==> src/rtl/qec_pkg.sv <==
package qec_pkg;

   localparam int COUNT_WIDTH = 32;
   localparam int NUM_ENCODERS = 4;
   localparam int OUT_WIDTH = 32;
   localparam int TIME_WIDTH = 32;
   localparam int INTERVAL_WIDTH = 16;
   localparam int CSR_INDEX_WIDTH = 2;
   localparam int CSR_DATA_WIDTH = 16;

   localparam logic [CSR_INDEX_WIDTH-1:0] CSR_REVERSE_MASK = 2'd0;
   localparam logic [CSR_INDEX_WIDTH-1:0] CSR_STREAM_ENABLE = 2'd1;
   localparam logic [CSR_INDEX_WIDTH-1:0] CSR_REPORT_INTERVAL = 2'd2;

   localparam logic [NUM_ENCODERS-1:0] RESET_REVERSE = 4'd10;
   localparam logic [INTERVAL_WIDTH-1:0] RESET_INTERVAL = 16'd50;

   typedef enum logic [1:0] {
      STEP_NONE,
      STEP_UP,
      STEP_DOWN
   } step_type;

   typedef enum logic [1:0] {
      REPORT_NONE   = 2'd0,
      REPORT_READ   = 2'd1,
      REPORT_STREAM = 2'd2
   } report_kind_type;

   typedef struct packed {
      logic advance;
      logic primed;
      logic clear;
      logic reverse;
   } chan_ctrl_type;

   // x4 decode: old phase (a,b) in the upper two bits, new phase below
   function automatic step_type step_of(input logic [3:0] trans);
      step_type s;
      unique case (trans)
         4'h1, 4'h7, 4'h8, 4'he: s = STEP_UP;
         4'h2, 4'h4, 4'hb, 4'hd: s = STEP_DOWN;
         default:                s = STEP_NONE;
      endcase
      return s;
   endfunction

   localparam int EXT_WIDTH = COUNT_WIDTH + OUT_WIDTH;

   // sign-extend narrow counts, keep the low bits of wide ones
   function automatic logic [OUT_WIDTH-1:0] count_out(input logic [COUNT_WIDTH-1:0] c);
      logic [EXT_WIDTH-1:0] ext;
      ext = {{OUT_WIDTH{c[COUNT_WIDTH-1]}}, c};
      return ext[OUT_WIDTH-1:0];
   endfunction

endpackage

==> src/rtl/qec_req_if.sv <==
interface qec_req_if;
   import qec_pkg::*;

   logic                    valid;
   logic                    ready;
   logic [NUM_ENCODERS-1:0] phase_a;
   logic [NUM_ENCODERS-1:0] phase_b;
   logic                    clear_counts;
   logic                    read_request;
   logic                    ms_tick;

   modport source (
      output valid, phase_a, phase_b, clear_counts, read_request, ms_tick,
      input  ready
   );

   modport sink (
      input  valid, phase_a, phase_b, clear_counts, read_request, ms_tick,
      output ready
   );
endinterface

==> src/rtl/qec_rsp_if.sv <==
interface qec_rsp_if;
   import qec_pkg::*;

   logic                         valid;
   logic                         ready;
   logic signed [OUT_WIDTH-1:0]  lf_count;
   logic signed [OUT_WIDTH-1:0]  rf_count;
   logic signed [OUT_WIDTH-1:0]  lr_count;
   logic signed [OUT_WIDTH-1:0]  rr_count;
   logic [1:0]                   report_kind;
   logic [TIME_WIDTH-1:0]        stamp_ms;

   modport source (
      output valid, lf_count, rf_count, lr_count, rr_count, report_kind, stamp_ms,
      input  ready
   );

   modport sink (
      input  valid, lf_count, rf_count, lr_count, rr_count, report_kind, stamp_ms,
      output ready
   );
endinterface

==> src/rtl/qec_channel.sv <==
module qec_channel (
   input  logic                              clock,
   input  logic                              reset,
   input  qec_pkg::chan_ctrl_type            ctrl,
   input  logic [1:0]                        phase,
   output logic [qec_pkg::COUNT_WIDTH-1:0]   count_next
);
   import qec_pkg::*;

   logic [COUNT_WIDTH-1:0] count_ff;
   logic [1:0]             last_phase_ff;
   step_type               step;
   step_type               dir;

   always_comb begin
      step = step_of({last_phase_ff, phase});
      dir = step;
      if (ctrl.reverse) begin
         unique case (step)
            STEP_UP:   dir = STEP_DOWN;
            STEP_DOWN: dir = STEP_UP;
            default:   dir = STEP_NONE;
         endcase
      end
   end

   always_comb begin
      count_next = count_ff;
      if (ctrl.primed) begin
         unique case (dir)
            STEP_UP:   count_next = count_ff + COUNT_WIDTH'(1);
            STEP_DOWN: count_next = count_ff - COUNT_WIDTH'(1);
            default:   count_next = count_ff;
         endcase
      end
      if (ctrl.clear) begin
         count_next = '0;
      end
   end

   always_ff @(posedge clock) begin
      if (reset) begin
         count_ff <= '0;
      end else if (ctrl.advance) begin
         count_ff <= count_next;
      end
   end

   // first sample only loads the phase, so no reset needed here
   always_ff @(posedge clock) begin
      if (ctrl.advance) begin
         last_phase_ff <= phase;
      end
   end

endmodule

==> src/rtl/quad_encoder_counter_bank.sv <==
// channel   direction  handshake          payload
// req_port  in         valid / ready      phase_a, phase_b, clear_counts, read_request, ms_tick
// rsp_port  out        valid / ready      four counts, report_kind, stamp_ms
// csr_*     in         write enable only  csr_index, csr_write_data
//
// one transaction per cycle unless rsp_port stalls; a result reaches rsp_port after its request
// is taken (input register, then the count / report logic into the result register)
// synchronous reset clears counts, time, priming and the registers to their defaults
// a stalled result holds the pipe; the input register still takes a transaction
// whenever it is empty or the one it holds can move into the result register
module quad_encoder_counter_bank (
   input  logic                                  clock,
   input  logic                                  reset,
   qec_req_if.sink                               req_port,
   qec_rsp_if.source                             rsp_port,
   input  logic                                  csr_write_enable,
   input  logic [qec_pkg::CSR_INDEX_WIDTH-1:0]   csr_index,
   input  logic [qec_pkg::CSR_DATA_WIDTH-1:0]    csr_write_data
);
   import qec_pkg::*;

   // config
   logic [NUM_ENCODERS-1:0]   reverse_mask_ff;
   logic                      stream_enable_ff;
   logic [INTERVAL_WIDTH-1:0] interval_ff;

   // input register
   logic                      s1_valid_ff;
   logic [NUM_ENCODERS-1:0]   s1_phase_a_ff;
   logic [NUM_ENCODERS-1:0]   s1_phase_b_ff;
   logic                      s1_clear_ff;
   logic                      s1_read_ff;
   logic                      s1_tick_ff;

   // block state
   logic                      primed_ff;
   logic [TIME_WIDTH-1:0]     time_ff;
   logic [TIME_WIDTH-1:0]     time_in;
   logic [TIME_WIDTH-1:0]     last_report_ff;
   logic [TIME_WIDTH-1:0]     last_report_in;
   logic [TIME_WIDTH-1:0]     elapsed;

   // result register
   logic                      out_valid_ff;
   logic [OUT_WIDTH-1:0]      out_count_ff [NUM_ENCODERS];
   report_kind_type           out_kind_ff;
   report_kind_type           kind;
   logic [TIME_WIDTH-1:0]     out_time_ff;

   logic                      out_load;
   logic                      advance;
   logic [COUNT_WIDTH-1:0]    count_next [NUM_ENCODERS];

   assign out_load = !out_valid_ff || rsp_port.ready;
   assign advance = s1_valid_ff && out_load;
   assign req_port.ready = !s1_valid_ff || out_load;

   always_ff @(posedge clock) begin
      if (reset) begin
         s1_valid_ff <= 1'b0;
      end else if (req_port.ready) begin
         s1_valid_ff <= req_port.valid;
      end
   end

   always_ff @(posedge clock) begin
      if (req_port.ready && req_port.valid) begin
         s1_phase_a_ff <= req_port.phase_a;
         s1_phase_b_ff <= req_port.phase_b;
         s1_clear_ff <= req_port.clear_counts;
         s1_read_ff <= req_port.read_request;
         s1_tick_ff <= req_port.ms_tick;
      end
   end

   for (genvar i = 0; i < NUM_ENCODERS; i++) begin : g_chan
      chan_ctrl_type ctrl;
      assign ctrl = '{advance: advance, primed: primed_ff, clear: s1_clear_ff,
                      reverse: reverse_mask_ff[i]};
      qec_channel u_chan (
         .clock      (clock),
         .reset      (reset),
         .ctrl       (ctrl),
         .phase      ({s1_phase_a_ff[i], s1_phase_b_ff[i]}),
         .count_next (count_next[i])
      );
   end

   always_comb begin
      time_in = time_ff + TIME_WIDTH'(s1_tick_ff);
      elapsed = time_in - last_report_ff;
      kind = REPORT_NONE;
      last_report_in = last_report_ff;
      priority if (s1_read_ff) begin
         kind = REPORT_READ;
         last_report_in = time_in;
      end else if (stream_enable_ff &&
                   elapsed >= TIME_WIDTH'(interval_ff)) begin
         kind = REPORT_STREAM;
         last_report_in = time_in;
      end
   end

   always_ff @(posedge clock) begin
      if (reset) begin
         primed_ff <= 1'b0;
         time_ff <= '0;
         last_report_ff <= '0;
      end else if (advance) begin
         primed_ff <= 1'b1;
         time_ff <= time_in;
         last_report_ff <= last_report_in;
      end else if (csr_write_enable && csr_index == CSR_STREAM_ENABLE) begin
         // a write to stream enable restarts the interval unless a transaction advances in the same cycle
         last_report_ff <= time_ff;
      end
   end

   always_ff @(posedge clock) begin
      if (reset) begin
         reverse_mask_ff <= RESET_REVERSE;
         stream_enable_ff <= 1'b0;
         interval_ff <= RESET_INTERVAL;
      end else if (csr_write_enable) begin
         unique case (csr_index)
            CSR_REVERSE_MASK:    reverse_mask_ff <= csr_write_data[NUM_ENCODERS-1:0];
            CSR_STREAM_ENABLE:   stream_enable_ff <= csr_write_data[0];
            CSR_REPORT_INTERVAL: interval_ff <= csr_write_data[INTERVAL_WIDTH-1:0];
            default: ;
         endcase
      end
   end

   always_ff @(posedge clock) begin
      if (reset) begin
         out_valid_ff <= 1'b0;
      end else if (out_load) begin
         out_valid_ff <= s1_valid_ff;
      end
   end

   always_ff @(posedge clock) begin
      if (advance) begin
         for (int i = 0; i < NUM_ENCODERS; i++) begin
            out_count_ff[i] <= count_out(count_next[i]);
         end
         out_kind_ff <= kind;
         out_time_ff <= time_in;
      end
   end

   assign rsp_port.valid = out_valid_ff;
   assign rsp_port.lf_count = out_count_ff[0];
   assign rsp_port.rf_count = out_count_ff[1];
   assign rsp_port.lr_count = out_count_ff[2];
   assign rsp_port.rr_count = out_count_ff[3];
   assign rsp_port.report_kind = out_kind_ff;
   assign rsp_port.stamp_ms = out_time_ff;

`ifndef SYNTHESIS
   a_time_step: assert property (@(posedge clock) disable iff (reset)
      advance |=> (time_ff == $past(time_ff) || time_ff == $past(time_ff) + TIME_WIDTH'(1)))
      else $error("time advanced by more than one tick");

   a_primed_source: assert property (@(posedge clock) disable iff (reset)
      $rose(primed_ff) |-> $past(advance))
      else $error("primed without a transaction");

   a_read_reply: assert property (@(posedge clock) disable iff (reset)
      (advance && s1_read_ff) |=> (out_valid_ff && out_kind_ff == REPORT_READ))
      else $error("read request did not produce a read reply");

   a_report_restart: assert property (@(posedge clock) disable iff (reset)
      (advance && kind != REPORT_NONE) |=> (last_report_ff == time_ff &&
                                           out_time_ff == time_ff))
      else $error("report did not restart the interval");

   a_kind_legal: assert property (@(posedge clock) disable iff (reset)
      out_valid_ff |-> (out_kind_ff == REPORT_NONE || out_kind_ff == REPORT_READ ||
                        out_kind_ff == REPORT_STREAM))
      else $error("illegal report kind");
`endif

endmodule

==> src/flat_wrapper.sv <==
// flat-port wrapper written by rule: the top's interface ports become plain ports
module quad_encoder_counter_bank_flat import qec_pkg::*;
  (clock, reset, csr_write_enable, csr_index, csr_write_data, req_port_valid, req_port_phase_a, req_port_phase_b, req_port_clear_counts, req_port_read_request, req_port_ms_tick, req_port_ready, rsp_port_valid, rsp_port_lf_count, rsp_port_rf_count, rsp_port_lr_count, rsp_port_rr_count, rsp_port_report_kind, rsp_port_stamp_ms, rsp_port_ready);
  qec_req_if req_port_i ();
  qec_rsp_if rsp_port_i ();
  input  logic clock;
  input  logic reset;
  input  logic csr_write_enable;
  input  logic [qec_pkg::CSR_INDEX_WIDTH-1:0] csr_index;
  input  logic [qec_pkg::CSR_DATA_WIDTH-1:0] csr_write_data;
  input wire logic [$bits(req_port_i.valid)-1:0] req_port_valid;
  input wire logic [$bits(req_port_i.phase_a)-1:0] req_port_phase_a;
  input wire logic [$bits(req_port_i.phase_b)-1:0] req_port_phase_b;
  input wire logic [$bits(req_port_i.clear_counts)-1:0] req_port_clear_counts;
  input wire logic [$bits(req_port_i.read_request)-1:0] req_port_read_request;
  input wire logic [$bits(req_port_i.ms_tick)-1:0] req_port_ms_tick;
  output wire logic [$bits(req_port_i.ready)-1:0] req_port_ready;
  output wire logic [$bits(rsp_port_i.valid)-1:0] rsp_port_valid;
  output wire logic [$bits(rsp_port_i.lf_count)-1:0] rsp_port_lf_count;
  output wire logic [$bits(rsp_port_i.rf_count)-1:0] rsp_port_rf_count;
  output wire logic [$bits(rsp_port_i.lr_count)-1:0] rsp_port_lr_count;
  output wire logic [$bits(rsp_port_i.rr_count)-1:0] rsp_port_rr_count;
  output wire logic [$bits(rsp_port_i.report_kind)-1:0] rsp_port_report_kind;
  output wire logic [$bits(rsp_port_i.stamp_ms)-1:0] rsp_port_stamp_ms;
  input wire logic [$bits(rsp_port_i.ready)-1:0] rsp_port_ready;
  assign req_port_i.valid = req_port_valid;
  assign req_port_i.phase_a = req_port_phase_a;
  assign req_port_i.phase_b = req_port_phase_b;
  assign req_port_i.clear_counts = req_port_clear_counts;
  assign req_port_i.read_request = req_port_read_request;
  assign req_port_i.ms_tick = req_port_ms_tick;
  assign req_port_ready = req_port_i.ready;
  assign rsp_port_valid = rsp_port_i.valid;
  assign rsp_port_lf_count = rsp_port_i.lf_count;
  assign rsp_port_rf_count = rsp_port_i.rf_count;
  assign rsp_port_lr_count = rsp_port_i.lr_count;
  assign rsp_port_rr_count = rsp_port_i.rr_count;
  assign rsp_port_report_kind = rsp_port_i.report_kind;
  assign rsp_port_stamp_ms = rsp_port_i.stamp_ms;
  assign rsp_port_i.ready = rsp_port_ready;
  quad_encoder_counter_bank u_core (.clock(clock), .reset(reset), .req_port(req_port_i), .rsp_port(rsp_port_i), .csr_write_enable(csr_write_enable), .csr_index(csr_index), .csr_write_data(csr_write_data));
endmodule
==> config.mk <==
export PLATFORM = sky130hd
export DESIGN_NAME = quad_encoder_counter_bank_flat
export DESIGN_NICKNAME = d
export VERILOG_FILES = /design/src/rtl/qec_pkg.sv /design/src/rtl/qec_req_if.sv /design/src/rtl/qec_rsp_if.sv /design/src/rtl/qec_channel.sv /design/src/rtl/quad_encoder_counter_bank.sv /design/src/flat_wrapper.sv
export SDC_FILE = /design/constraint.sdc
export NUM_CORES = 1
export LEC_CHECK = 0
export BUFFER_PORTS_ARGS = -buffer_cell sky130_fd_sc_hd__buf_2
export CAP_MARGIN = 20
export CORE_MARGIN = 1
export CORE_UTILIZATION = 35
export DETAILED_ROUTE_END_ITERATION = 8
export GPL_TIMING_DRIVEN = 0
export PLACE_DENSITY = 0.51
export SKIP_LAST_GASP = 1
export SYNTH_ARGS = -nofsm -noshare
export SYNTH_HDL_FRONTEND = slang
export SYNTH_HIERARCHICAL = 1
export SYNTH_SLANG_ARGS = --single-unit
==> constraint.sdc <==
create_clock -name clock -period 13.25 [get_ports clock]
set_clock_uncertainty 0.1 [all_clocks]
set_input_delay 2.65 -clock clock [delete_from_list [all_inputs] [get_ports clock]]
set_output_delay 2.65 -clock clock [all_outputs]
set_load 0.05 [all_outputs]
# After elaboration in Yosys (flattened, before gate mapping)
# Memory sizes are Yosys's and may differ from the RTL's.
# Cells that the tools add are included.
# Widths: inputs -> output; s select.
# totals
regBits	269
latchBits	0
ramBits	128
mem_bits_ro	128
inputBits	34
output_inout_bits	164
word_cells	99
n_memories	5
# op_classes
addsub	10
mul	0
div_mod_pow	0
n_lt_le_gt_ge	1
n_eq_ne	19
shifts	0
mux	27
bitwise_logic	0
reduce_logical	14
# memory_table
name	depth	word_bits	rd	rd_clocked_by_memory_dff	wr	line	source
u_core.out_count_ff	4	32	4	0	4	quad_encoder_counter_bank.sv:45	logic [OUT_WIDTH-1:0] out_count_ff [NUM_ENCODERS];
(no name shown)	16	2	1	0	0	qec_pkg.sv:40	unique case (trans)
(no name shown)	16	2	1	0	0	qec_pkg.sv:40	
(no name shown)	16	2	1	0	0	qec_pkg.sv:40	
(no name shown)	16	2	1	0	0	qec_pkg.sv:40	
# op_table
op	count
$mux 32	12
$pmux 32 s2	4
$add 32x1->32 const B	4
$sub 32x1->32 const B	4
$add 32x1->32	1
$ge 32x16->1	1
$sub 32x32->32	1
$eq 2x1->1 const B	9
$eq 2x2->1 const B	9
$pmux 2 s2	4
$mux 2	5
$reduce_and 2->1	4
$logic_and 1x1->1	4
$ne 3x2->1 const B	1
$logic_not 1->1	2
$logic_not 2->1	1
$logic_or 1x1->1	2
$mux 1	2
$reduce_bool 2->1	1

# Depth between registers and ports, before layout
# Gate-level depths: netlist of the first run.
# An unclocked memory read counts as a cell.
# depth
word_depth	8
depth_mapped	27
ltp_nobuf	24

# By module
# Netlist of the first run, hierarchy kept.
# by_module_without_submodules
module	n_inst	cells_per_inst	area_each_um2	seq_area_each_um2
qec_channel (u_core.g_chan[0].u_chan ...)	3	605	4305.4	700.7
quad_encoder_counter_bank	1	980	11472.3	6956.7
qec_channel (u_core.g_chan[3].u_chan)	1	646	4403.0	700.7

# Worst setup path after synthesis of the first run
# OpenSTA, ideal clock, no wires.
# synth_timing
kind	input port to flip-flop
start	input port rsp_port_ready
end	register u_core.g_chan[0].u_chan.count_ff[31]
setup_ps	71
arrival_time_ps	10606
required_time_ps	13079
slack_ps	2473
path_stages	9
path_buffers	2
path_cell_list	nor2b_1 -> nand2b_1 -> inv_1 -> clkbuf_1 -> clkbuf_1 -> nand2_1 -> or3_1 -> or3_1 -> a21oi_1
# synth_between
elab_chain_len	2
# synth_rtl
element	line	source
start: declaration	flat_wrapper.sv:25	input wire logic [$bits(rsp_port_i.ready)-1:0] rsp_port_ready;
$logic_or 1x1->1	quad_encoder_counter_bank.sv:54	assign out_load = !out_valid_ff || rsp_port.ready;
$logic_and 1x1->1	quad_encoder_counter_bank.sv:55	assign advance = s1_valid_ff && out_load;
named net u_core.advance	quad_encoder_counter_bank.sv:51	logic advance;
end signal: assignment	qec_channel.sv:45	count_ff <= count_next;
end: declaration	qec_channel.sv:10	logic [COUNT_WIDTH-1:0] count_ff;
# The timed path passes the listed nets, and every way through them passes these cells.
# A chain may end at the register's enable or synchronous reset.

# Worst setup path in the final report of the first run
# layout_timing
start	register u_core.time_ff[0]
end	register u_core.last_report_ff[14]
# layout_between
elab_cells_between_ends	9
classes_between	add/sub (2); order compare (1); eq/ne (1); mux (3); reduce/logical (2)
# layout_rtl
element	line	source
start: declaration	quad_encoder_counter_bank.sv:37	logic [TIME_WIDTH-1:0] time_ff;
start signal: assignment	quad_encoder_counter_bank.sv:111	time_ff <= time_in;
$add 32x1->32 *	quad_encoder_counter_bank.sv:90	time_in = time_ff + TIME_WIDTH'(s1_tick_ff);
$mux 32	quad_encoder_counter_bank.sv:97	end else if (stream_enable_ff &&
$mux 32 *	quad_encoder_counter_bank.sv:94	priority if (s1_read_ff) begin
named net u_core.last_report_in[14]	quad_encoder_counter_bank.sv:40	logic [TIME_WIDTH-1:0] last_report_in;
$mux 32 *	quad_encoder_counter_bank.sv:109	end else if (advance) begin
end signal: assignment	quad_encoder_counter_bank.sv:112	last_report_ff <= last_report_in;
end signal: assignment	quad_encoder_counter_bank.sv:115	last_report_ff <= time_ff;
end: declaration	quad_encoder_counter_bank.sv:39	logic [TIME_WIDTH-1:0] last_report_ff;
# Mark *: on every way through the listed nets, which the timed path passes. The rest lies on a longest branch. The select of a mux whose other input is x is not followed.

==> out/qor.csv, run 1 <==
metric;value;unit
status;finished clean;
critPathLaunchType;flop;
final_common_cell;nor2_1;
synth_flop_cell;dfxtp_1;
dpl.hpwl;75700;um
hold_buffers;0;
crit_arrival;7.53;ns
clock-sinks;397;
grt.total_usage;24.0;%
cts_made_buffers;51;
ys_seq_elements;397;
powerDensity;103;nW/um^2
max_slew.worst_pin.slew;0.921;ns
diodes;0;
yosysUniqueCellTypes;116;
period_needed;7.12;ns
async_reset_ff_share;0;%
clockBufferDepth;3;
fin_nets;3792;
finalNonFillerCells;4799;
htree_levels;2;
drc;0;
wl;103000;um
required;13.66;ns
synth_nets;3537;
die_area;83400;um^2
p_leak;0.0119;uW
cap_violations;0;
cts-root-buf;clkbuf_16;
drive_gt1_share;13.2;%
worstSetupPathType;reg -> reg;
row_count;104;
nFillCells;8340;
synth_cells;3441;
hold_viol;0;
drt-initial-drc-count;2286;
finish.instance_area;33000;um^2
syn_area;28800;um^2
insertion_delay;0.62;ns
finalPower;3400;uW
gp_congestion;0.920;
overflow;0;
placed_cell_area;31200;um^2
vias;27600;
setup_slack;6.13;ns
final_cell_mix;nor2_1 (343), nand2_1 (276), a21oi_1 (273);
die_height;289;um
syn_to_final_growth;14.6;%
fp.dieW;289;um
core-area;80900;um^2
path_clk_slew;0.06;ns
ir_worst_vdd;0.0000837;V
tns;0;ns
ys_warn_count;6;
worst_hold_path_type;reg -> reg;
fin_crit_sh;53.7;%
critPathMaxFanout;8;
ant_nets;0;
numPlacedInstances;4703;
wl_per_cell;21.5;um
grt_pass1_wl;156000;um
cp-end-kind;flop;
cts_setup_buffers;0;
drv_slew;0;
cts_tree;yes;
place_ws;6.19;ns
start_util;35.6;%
setup_viol_count_final;0;
io_buffers;197;
ios;198;
max_freq;0.141;GHz
synth_top_area_cell;edfxtp_1;
rsz0062_at_grt;no;
grt_max_degree;61;
yosysSeqAreaShare;33.9;%
synth_top_cell_area_share;18.9;%
synth_edf_count;181;
max-slew-margin-rel;38.1;%
drtPass1Iterations;5;
antenna_found_initial;8;
post_cts_resize_count;0;
synth_area_leaders;edfxtp_1 (19%), dfxtp_1 (15%), a21oi_1 (4.7%), nor2_1 (4.5%), xnor2_1 (4.1%);
vias_per_cell;5.75;
syn_area_per_cell;8.37;um^2
grt_pass1_vias;25800;
synthesized netlist by cell type (11+ instances only):
cell	count
a211o_1	13
a211oi_1	24
a21boi_0	11
a21o_1	36
a21oi_1	273
a22o_1	19
a22oi_1	26
a31oi_1	51
a32o_1	14
a32oi_1	17
and2_1	18
and3_1	33
and3b_1	17
and4b_1	22
buf_1	14
buf_2	59
buf_6	16
clkbuf_1	190
dfxtp_1	216
edfxtp_1	181
ha_1	61
inv_1	90
mux2i_1	56
nand2_1	276
nand2b_1	33
nand3_1	67
nand3b_1	15
nand4_1	28
nor2_1	343
nor2b_1	44
nor3_1	106
nor3b_1	24
nor4_1	24
o21a_1	46
o21ai_0	225
o21ai_1	28
o22ai_1	11
o31a_1	37
o31ai_1	23
o41ai_1	46
or3_1	80
or4_1	26
xnor2_1	136
xor2_1	96
worst max-delay path: stages, from the launching register on:
cell and delay, ns:
dfxtp_1 0.35, ha_1 0.23, ha_1 0.23, and3_1 0.25
and3_1 0.23, nand3_1 0.18, nor2_1 0.26, and3_1 0.25
nand3_1 0.13, xnor2_1 0.21, ha_1 0.29, buf_2 0.17
nand4_1 0.34, a21oi_1 0.38, nor2_1 0.10, xnor2_1 0.14
ha_1 0.29, nor2b_1 0.13, a2111oi_0 0.39, o221ai_1 0.19
a21oi_1 0.19, nand4_1 0.19, a2111oi_4 0.47, a41oi_2 0.32
nor2_1 0.60, mux2_2 0.40
power breakdown:
group | total, uW | leakage (uW) | switching (uW) | internal (uW)
Sequential | 1330 | 0.00344 | 14.9 | 1310
Combinational | 598 | 0.00760 | 427 | 171
Clock | 1470 | 0.000851 | 601 | 872
flip-flops by register name, indices dropped and copies added, names as in the netlist, 2 cells and up:
name                                flops
u_core/g_chan.u_chan/count_ff         128
u_core/out_count_ff                   128
u_core/last_report_ff                  32
u_core/rsp_port.stamp_ms               32
u_core/time_ff                         32
u_core/interval_ff                     16
u_core/g_chan.u_chan/last_phase_ff      8
u_core/reverse_mask_ff                  4
u_core/s1_phase_a_ff                    4
u_core/s1_phase_b_ff                    4
u_core/rsp_port.report_kind             2
layout make-up:
| type | count | area (um^2) | area share (%) |
|---|---|---|---|
| plain buffers | 289 | 1320 | 4.00 |
| clock buffers | 63 | 1360 | 4.13 |
| clock inverters | 33 | 400 | 1.21 |
| inverters | 94 | 353 | 1.07 |
| multi-input cells | 2661 | 17400 | 52.6 |
| flip-flops and latches | 397 | 9760 | 29.6 |
| well taps | 1060 | 1330 | 4.02 |
| repair buffers | 202 | 1100 | 3.35 |
worst paths after layout:
check,from,slack [ns],depth (start not counted),endpoint
setup reg to reg,u_core/time_ff[0],6.13,25,u_core/last_report_ff[14]
setup / recovery,u_core/time_ff[0],6.13,25,u_core/last_report_ff[14]
hold / removal,u_core/interval_ff[3],0.36,2,u_core/interval_ff[3]
hold reg to reg,u_core/interval_ff[3],0.36,2,u_core/interval_ff[3]
kinds of logic after synthesis:
family	count (synthesis)	share of synthesized area (%)
AOI/OAI and AO/OA	1076	25.9
and+or+nand+nor	1219	22.0
xor gates and xnor gates	232	7.06
adders and majority gates	62	2.72
buffers and inverters	383	5.80
DFF	397	33.9
muxes	72	2.57
layer usage:
layer	share of wire (%)	wire length, um	up-vias	GRT usage (%)
li1	-	-	13300	-
met1	46	46900	13200	32.7
met2	45	46300	918	38.1
met3	6.2	6380	203	3.94
met4	3.4	3480	12	8.34
met5	0.072	74	-	0
stage by stage:
stage               hold WS, ns  util (%)
CTS                       0.358      40.8
global placement          0.343      38.4
global route              0.378      40.8
finish                    0.356      40.8
detailed placement        0.349      38.6
floorplan                 0.336         -
(Power assumes the default switching activity.)
==> run 2, diff against run 1 <==
--- a/config.mk
+++ b/config.mk
@@ -11,7 +11,7 @@
 export CORE_UTILIZATION = 35
 export DETAILED_ROUTE_END_ITERATION = 8
 export GPL_TIMING_DRIVEN = 0
-export PLACE_DENSITY = 0.51
+export PLACE_DENSITY = 0.53
 export SKIP_LAST_GASP = 1
 export SYNTH_ARGS = -nofsm -noshare
 export SYNTH_HDL_FRONTEND = slang
==> constraint.sdc (replaced) <==
create_clock -name clock -period 6.1 [get_ports clock]
set_clock_uncertainty 0.1 [all_clocks]
set_input_delay 1.22 -clock clock [delete_from_list [all_inputs] [get_ports clock]]
set_output_delay 1.22 -clock clock [all_outputs]
set_load 0.05 [all_outputs]
==> run 2 against run 1 <==
Compared with the run above:
- combinational power up 120%
- sequential share of layout area down 0.36 points
- maximum frequency up 20%
- count of clock-buffer cells in the layout up 4
- largest cell class unchanged
- via count up 0.49%
- worst setup slack worse by 6.0 ns
- core utilization up 0.51 points
==> out/qor.csv, run 2 (synthesized netlist as in run 1, its figures left out) <==
metric;value;unit;change
rsz0062_at_grt;yes;;was no
powerDensity;215;nW/um^2;was 103 nW/um^2
final_common_cell;nor2_1;;unchanged
clockBufferDepth;3;;unchanged
io_buffers;197;;unchanged
core-area;80900;um^2;unchanged
diodes;0;;unchanged
ir_worst_vdd;0.000174;V;was 0.0000837 V
wl_per_cell;21.5;um;about the same
insertion_delay;0.61;ns;was 0.62 ns
htree_levels;2;;unchanged
hold_viol;0;;unchanged
die_height;289;um;unchanged
max-slew-margin-rel;33.5;%;was 38.1%
critPathMaxFanout;10;;was 8
drive_gt1_share;14.9;%;was 13.2%
drt-initial-drc-count;2300;;was 2286
clkPwrFrac;41.4;%;was 43.3%
ios;198;;unchanged
cap_violations;0;;unchanged
required;6.48;ns;was 13.66 ns
ff2ff_path_depth;27;;was 25
top_regs;u_core/g_chan.u_chan/count_ff: 128 flops, u_core/out_count_ff: 128 flops;;unchanged
drc;0;;unchanged
min_path_cells;2;;unchanged
cts_tree;yes;;unchanged
seq_area;9760;um^2;about the same
p_leak;0.0121;uW;was 0.0119 uW
syn_to_final_growth;16.0;%;was 14.6%
cp-end-kind;flop;;unchanged
finish.instance_area;33400;um^2;was 33000 um^2
vias_per_cell;5.77;;was 5.75
seq_power_share;40.2;%;was 39.1%
row_count;104;;unchanged
dpl.hpwl;74900;um;was 75700 um
drtPass1Iterations;6;;was 5
setup_viol_count_final;0;;unchanged
fin_nets;3802;;was 3792
ant_nets;0;;unchanged
fin_crit_sh;97.3;%;was 53.7%
max_freq;0.169;GHz;was 0.141 GHz
clock-sinks;397;;unchanged
path_depth;27;;was 25
antenna_found_initial;2;;was 8
p_switching;2210;uW;was 1040 uW
wl;104000;um;was 103000 um
grt.total_usage;23.9;%;was 24.0%
cts-root-buf;clkbuf_16;;unchanged
worstSetupPathType;reg -> reg;;unchanged
fp.dieW;289;um;unchanged
grt_max_degree;75;;was 61
placed_cell_area;31200;um^2;about the same
vias;27700;;was 27600
grt_pass1_vias;26000;;was 25800
worst_hold_path_type;reg -> reg;;unchanged
final_cell_mix;nor2_1 (340), nand2_1 (275), a21oi_1 (266);;was nor2_1 (343), nand2_1 (276), a21oi_1 (273)
drv_slew;0;;unchanged
slowest_stage;a2111oi_4;;was nor2_1
path_buf_inv;3;;was 1
overflow;0;;unchanged
path_clk_slew;0.06;ns;about the same
intPower;4970;uW;was 2360 uW
status;finished clean;;unchanged
comb_power_share;18.4;%;was 17.6%
crit_top_cell;and3_4;;was ha_1
cts_made_buffers;50;;was 51
grt_pass1_wl;156000;um;about the same
tns;0;ns;unchanged
nFillCells;8329;;was 8340
hold_buffers;0;;unchanged
period_needed;5.93;ns;was 7.12 ns
multi_input_area;17800;um^2;was 17400 um^2
critPathMaxStageDelay;0.47;ns;was 0.60 ns
max_slew.worst_pin.slew;0.987;ns;was 0.921 ns
p_sw_share;30.8;%;was 30.7%
start_util;35.6;%;unchanged
crit_arrival;6.31;ns;was 7.53 ns
gp_congestion;0.953;;was 0.920
critPathLaunchType;flop;;unchanged
crit_family;compound AO/OA/AOI/OAI gates;;was simple AND/OR/NAND/NOR gates
die_area;83400;um^2;unchanged
## run 2: per-stage QoR
| step | setup WS (ns) | std cells | utilization (%) | hold slack, ns | total power, uW |
|---|---|---|---|---|---|
| 2_1_floorplan | 0.111 | 3441 | - | 0.336 | 3820 |
| 3_3_place_gp | -3.12 | 4698 | 38.4 | 0.344 | 4230 |
| 3_5_place_dp | -0.911 | 4702 | 38.6 | 0.347 | 4220 |
| 4_1_cts | -0.0148 | 4801 | 40.7 | 0.356 | 7250 |
| 5_1_grt | -0.0898 | 4808 | 41.3 | 0.379 | 7480 |
| 6_report | 0.165 | 4808 | 41.3 | 0.354 | 7170 |
## run 2: worst reg2reg max path: stages, from the launching register on
cell and delay, ns:
edfxtp_1 0.39, ha_4 0.18, ha_4 0.15, and3_4 0.24, and3_4 0.23, nand3_4 0.12
nor2_4 0.18, and3_4 0.25, nand3_2 0.13, xnor2_2 0.17, ha_1 0.29, buf_6 0.13
nand4_1 0.19, a21oi_2 0.20, nor2_1 0.07, xnor2_1 0.12, ha_1 0.29, nor2b_1 0.14
a2111oi_2 0.21, o221ai_1 0.17, a21oi_1 0.17, nand4_1 0.20, a2111oi_4 0.47, a41oi_4 0.32
buf_12 0.25, buf_6 0.16, o21ai_0 0.19, o41ai_1 0.10
## run 2: repair_timing
action	in CTS	in global routing
cloned	0	1
buffers inserted	5	6
pin swaps	5	9
setup endpoints to repair	40	60
gates resized for setup	24	77
## run 2: final cells by class
class	count	area share (%)
repair buffers	214	3.58
flip-flops and latches	397	29.2
clock buffers	67	4.18
well taps	1060	3.97
inverters	94	1.06
plain buffers	288	4.02
multi-input cells	2661	53.3
clock inverters	27	0.693
## run 2: per-layer routing
metal  global-route usage, %  wire length, um
met1                    32.9            47400
met3                    3.61             6030
met5                       0               26
met4                    7.28             2680
met2                    38.5            47400
## run 2: final timing paths
| path | startpoint | end | slack [ns] |
|---|---|---|---|
| worst min-delay path | u_core/interval_ff[3] | u_core/interval_ff[3] | 0.35 |
| worst max-delay path | u_core/s1_tick_ff | u_core/last_report_ff[3] | 0.17 |
| worst min register to register | u_core/interval_ff[3] | u_core/interval_ff[3] | 0.35 |
| worst max register to register | u_core/s1_tick_ff | u_core/last_report_ff[3] | 0.17 |
## run 2: power groups by stage
stage               combinational, uW  sequential (uW)  clock, uW
floorplan                         712             3110          0
global placement                 1280             2960          0
detailed placement               1280             2940          0
CTS                              1290             2890       3070
global route                     1410             2890       3180
finish                           1320             2880       2970
==> run 3, diff against run 2 <==
--- a/config.mk
+++ b/config.mk
@@ -5,6 +5,7 @@
 export SDC_FILE = /design/constraint.sdc
 export NUM_CORES = 1
 export LEC_CHECK = 0
+export ABC_CLOCK_PERIOD_IN_PS = 6100
 export BUFFER_PORTS_ARGS = -buffer_cell sky130_fd_sc_hd__buf_2
 export CAP_MARGIN = 20
 export CORE_MARGIN = 1
@@ -13,6 +14,7 @@
 export GPL_TIMING_DRIVEN = 0
 export PLACE_DENSITY = 0.53
 export SKIP_LAST_GASP = 1
+export SLEW_MARGIN = 40
 export SYNTH_ARGS = -nofsm -noshare
 export SYNTH_HDL_FRONTEND = slang
 export SYNTH_HIERARCHICAL = 1
==> constraint.sdc (replaced) <==
create_clock -name clock -period 6.1 [get_ports clock]
set_clock_uncertainty 0.1 [all_clocks]
set_input_delay 0.61 -clock clock [delete_from_list [all_inputs] [get_ports clock]]
set_output_delay 0.61 -clock clock [all_outputs]
set_load 0.05 [all_outputs]
==> run 3 against run 2 <==
Compared with the run above:
- non-clock buffer count is 3 higher
- largest power group unchanged
- maximum frequency is 0.81% higher
- final cell count rose by 0.10%
- combinational power barely moved
- die area stayed put
- worst setup slack gained 0.048 ns
- sequential cell count stayed put
==> out/qor.csv, run 3 (synthesized netlist as in run 1, its figures left out) <==
metric;value;unit;change
status;finished clean;;unchanged
period_needed;5.89;ns;was 5.93 ns
dpl.hpwl;75300;um;was 74900 um
final_cell_mix;nor2_1 (339), nand2_1 (274), a21oi_1 (267);;was nor2_1 (340), nand2_1 (275), a21oi_1 (266)
clkPwrFrac;44.3;%;was 41.4%
syn_to_final_growth;17.0;%;was 16.0%
wl;103000;um;was 104000 um
cts_tree;yes;;unchanged
ff2ff_path_depth;23;;was 27
powerDensity;224;nW/um^2;was 215 nW/um^2
htree_levels;2;;unchanged
critPathLaunchType;flop;;unchanged
cp-end-kind;flop;;unchanged
diodes;0;;unchanged
fp.dieW;289;um;unchanged
overflow;0;;unchanged
grt.total_usage;23.9;%;about the same
seq_power_share;38.2;%;was 40.2%
rr_startpoint;u_core/s1_tick_ff;;unchanged
grt_pass1_wl;156000;um;about the same
drv_slew;0;;unchanged
path_clk_slew;0.06;ns;about the same
ant_nets;0;;unchanged
die_area;83400;um^2;unchanged
vias_per_cell;5.77;;about the same
row_count;104;;unchanged
finalPower;7550;uW;was 7170 uW
fin_nets;3806;;was 3802
io_buffers;197;;unchanged
drt-initial-drc-count;2161;;was 2300
drc;0;;unchanged
cp-startpoint;u_core/s1_tick_ff;;unchanged
max-slew-margin-rel;40.0;%;was 33.5%
cap_violations;0;;unchanged
fin_crit_sh;96.5;%;was 97.3%
path_depth;23;;was 27
gp_congestion;0.953;;unchanged
worst_hold_path_type;in -> reg;;was reg -> reg
ios;198;;unchanged
timing.rr.end;u_core/last_report_ff[15];;was u_core/last_report_ff[3]
antenna_found_initial;3;;was 2
cp_cell_sequence;ha_4 > ha_4 > and3_4 > and3_4 > xor2_1 > ha_1 > a21oi_1 > o311ai_4 > a21oi_4 > nand2_1 > xor2_1 > ha_1 > nand2_1 > nor2_1 > a2111oi_2 > o221ai_1 > a21oi_1 > nand4_1 > a2111oi_4 > a41oi_4 > buf_12 > buf_6 > o41ai_1;;
r2r_setup_slack;0.21;ns;was 0.17 ns
critPathMaxStageDelay;0.47;ns;about the same
drtPass1Iterations;5;;was 6
worstSetupPathType;reg -> reg;;unchanged
slowest_stage;a2111oi_4;;unchanged
drive_gt1_share;15.4;%;was 14.9%
intPower;5290;uW;was 4970 uW
comb_power_share;17.5;%;was 18.4%
clock-sinks;397;;unchanged
p_leak;0.0122;uW;was 0.0121 uW
setup_viol_count_final;0;;unchanged
critPathMaxFanout;10;;unchanged
core-area;80900;um^2;unchanged
wl_per_cell;21.4;um;was 21.5 um
cts_made_buffers;51;;was 50
whs;0.0617;ns;was 0.354 ns
p_sw_share;30.0;%;was 30.8%
grt_max_degree;60;;was 75
crit_family;compound AO/OA/AOI/OAI gates;;unchanged
clockBufferDepth;3;;unchanged
path_buf_inv;2;;was 3
ir_worst_vdd;0.000192;V;was 0.000174 V
cts-root-buf;clkbuf_16;;unchanged
vias;27800;;was 27700
start_util;35.6;%;unchanged
final_common_cell;nor2_1;;unchanged
crit_end;u_core/last_report_ff[15];;was u_core/last_report_ff[3]
grt_pass1_vias;25800;;was 26000
hold_viol;0;;unchanged
crit_arrival;6.29;ns;was 6.31 ns
top_regs;u_core/g_chan.u_chan/count_ff: 128 flops, u_core/out_count_ff: 128 flops;;unchanged
p_switching;2270;uW;was 2210 uW
required;6.51;ns;was 6.48 ns
max_freq;0.170;GHz;was 0.169 GHz
max_slew.worst_pin.slew;0.901;ns;was 0.987 ns
die_height;289;um;unchanged
insertion_delay;0.62;ns;was 0.61 ns
[run 3: worst min path at each step]
stage,start,end,slack [ns],depth (start not counted)
finish,req_port_read_request,u_core/s1_read_ff,0.06,1
global route,req_port_ms_tick,u_core/s1_tick_ff,0.03,1
CTS,req_port_ms_tick,u_core/s1_tick_ff,0.02,1
detailed placement,u_core/interval_ff[8],u_core/interval_ff[8],0.35,2
global placement,u_core/interval_ff[14],u_core/interval_ff[14],0.34,2
floorplan,u_core/interval_ff[10],u_core/interval_ff[10],0.34,2
[run 3: timing repair]
item,in CTS,in global routing
endpoints found under the setup margin,35,54
resized for setup,23,84
hold buffers,0,0
setup buffers,7,8
gates cloned,0,1
pin swaps,6,12
[run 3: routing by layer]
layer,routed length [um],GRT usage [%],up-vias
met5,23,0,-
li1,-,-,13300
met1,47100,33.2,13300
met2,47200,38.8,967
met4,2590,6.53,4
met3,6310,3.18,157
[run 3: layout make-up]
type / instances / area (um^2)
buffer: 287 / 1350
clock buffer: 61 / 1340
inverter: 94 / 353
tap: 1060 / 1330
multi-input combinational: 2661 / 17800
sequential: 397 / 9760
fill: 8280 / 47200
timing repair buffer: 218 / 1240
clock inverter: 35 / 508
[run 3: metrics by stage]
stage | util (%) | TNS, ns | std cells | area [um^2] | worst slack, ns
3_3_place_gp | 38.4 | -296.89 | 4698 | 31100 | -2.51
5_1_grt | 41.6 | -0.0752 | 4813 | 33700 | -0.0196
2_1_floorplan | - | 0 | 3441 | 28800 | 0.488
3_5_place_dp | 38.6 | -20.38 | 4703 | 31200 | -0.911
4_1_cts | 41.1 | 0 | 4806 | 33200 | 0.00298
6_report | 41.6 | 0 | 4813 | 33700 | 0.213
[run 3: power groups by stage]
stage	logic (uW)	registers, uW	clock network, uW
3_5_place_dp	1280	2940	0
2_1_floorplan	712	3110	0
3_3_place_gp	1280	2960	0
6_report	1330	2880	3350
5_1_grt	1410	2890	3560
4_1_cts	1300	2880	3450
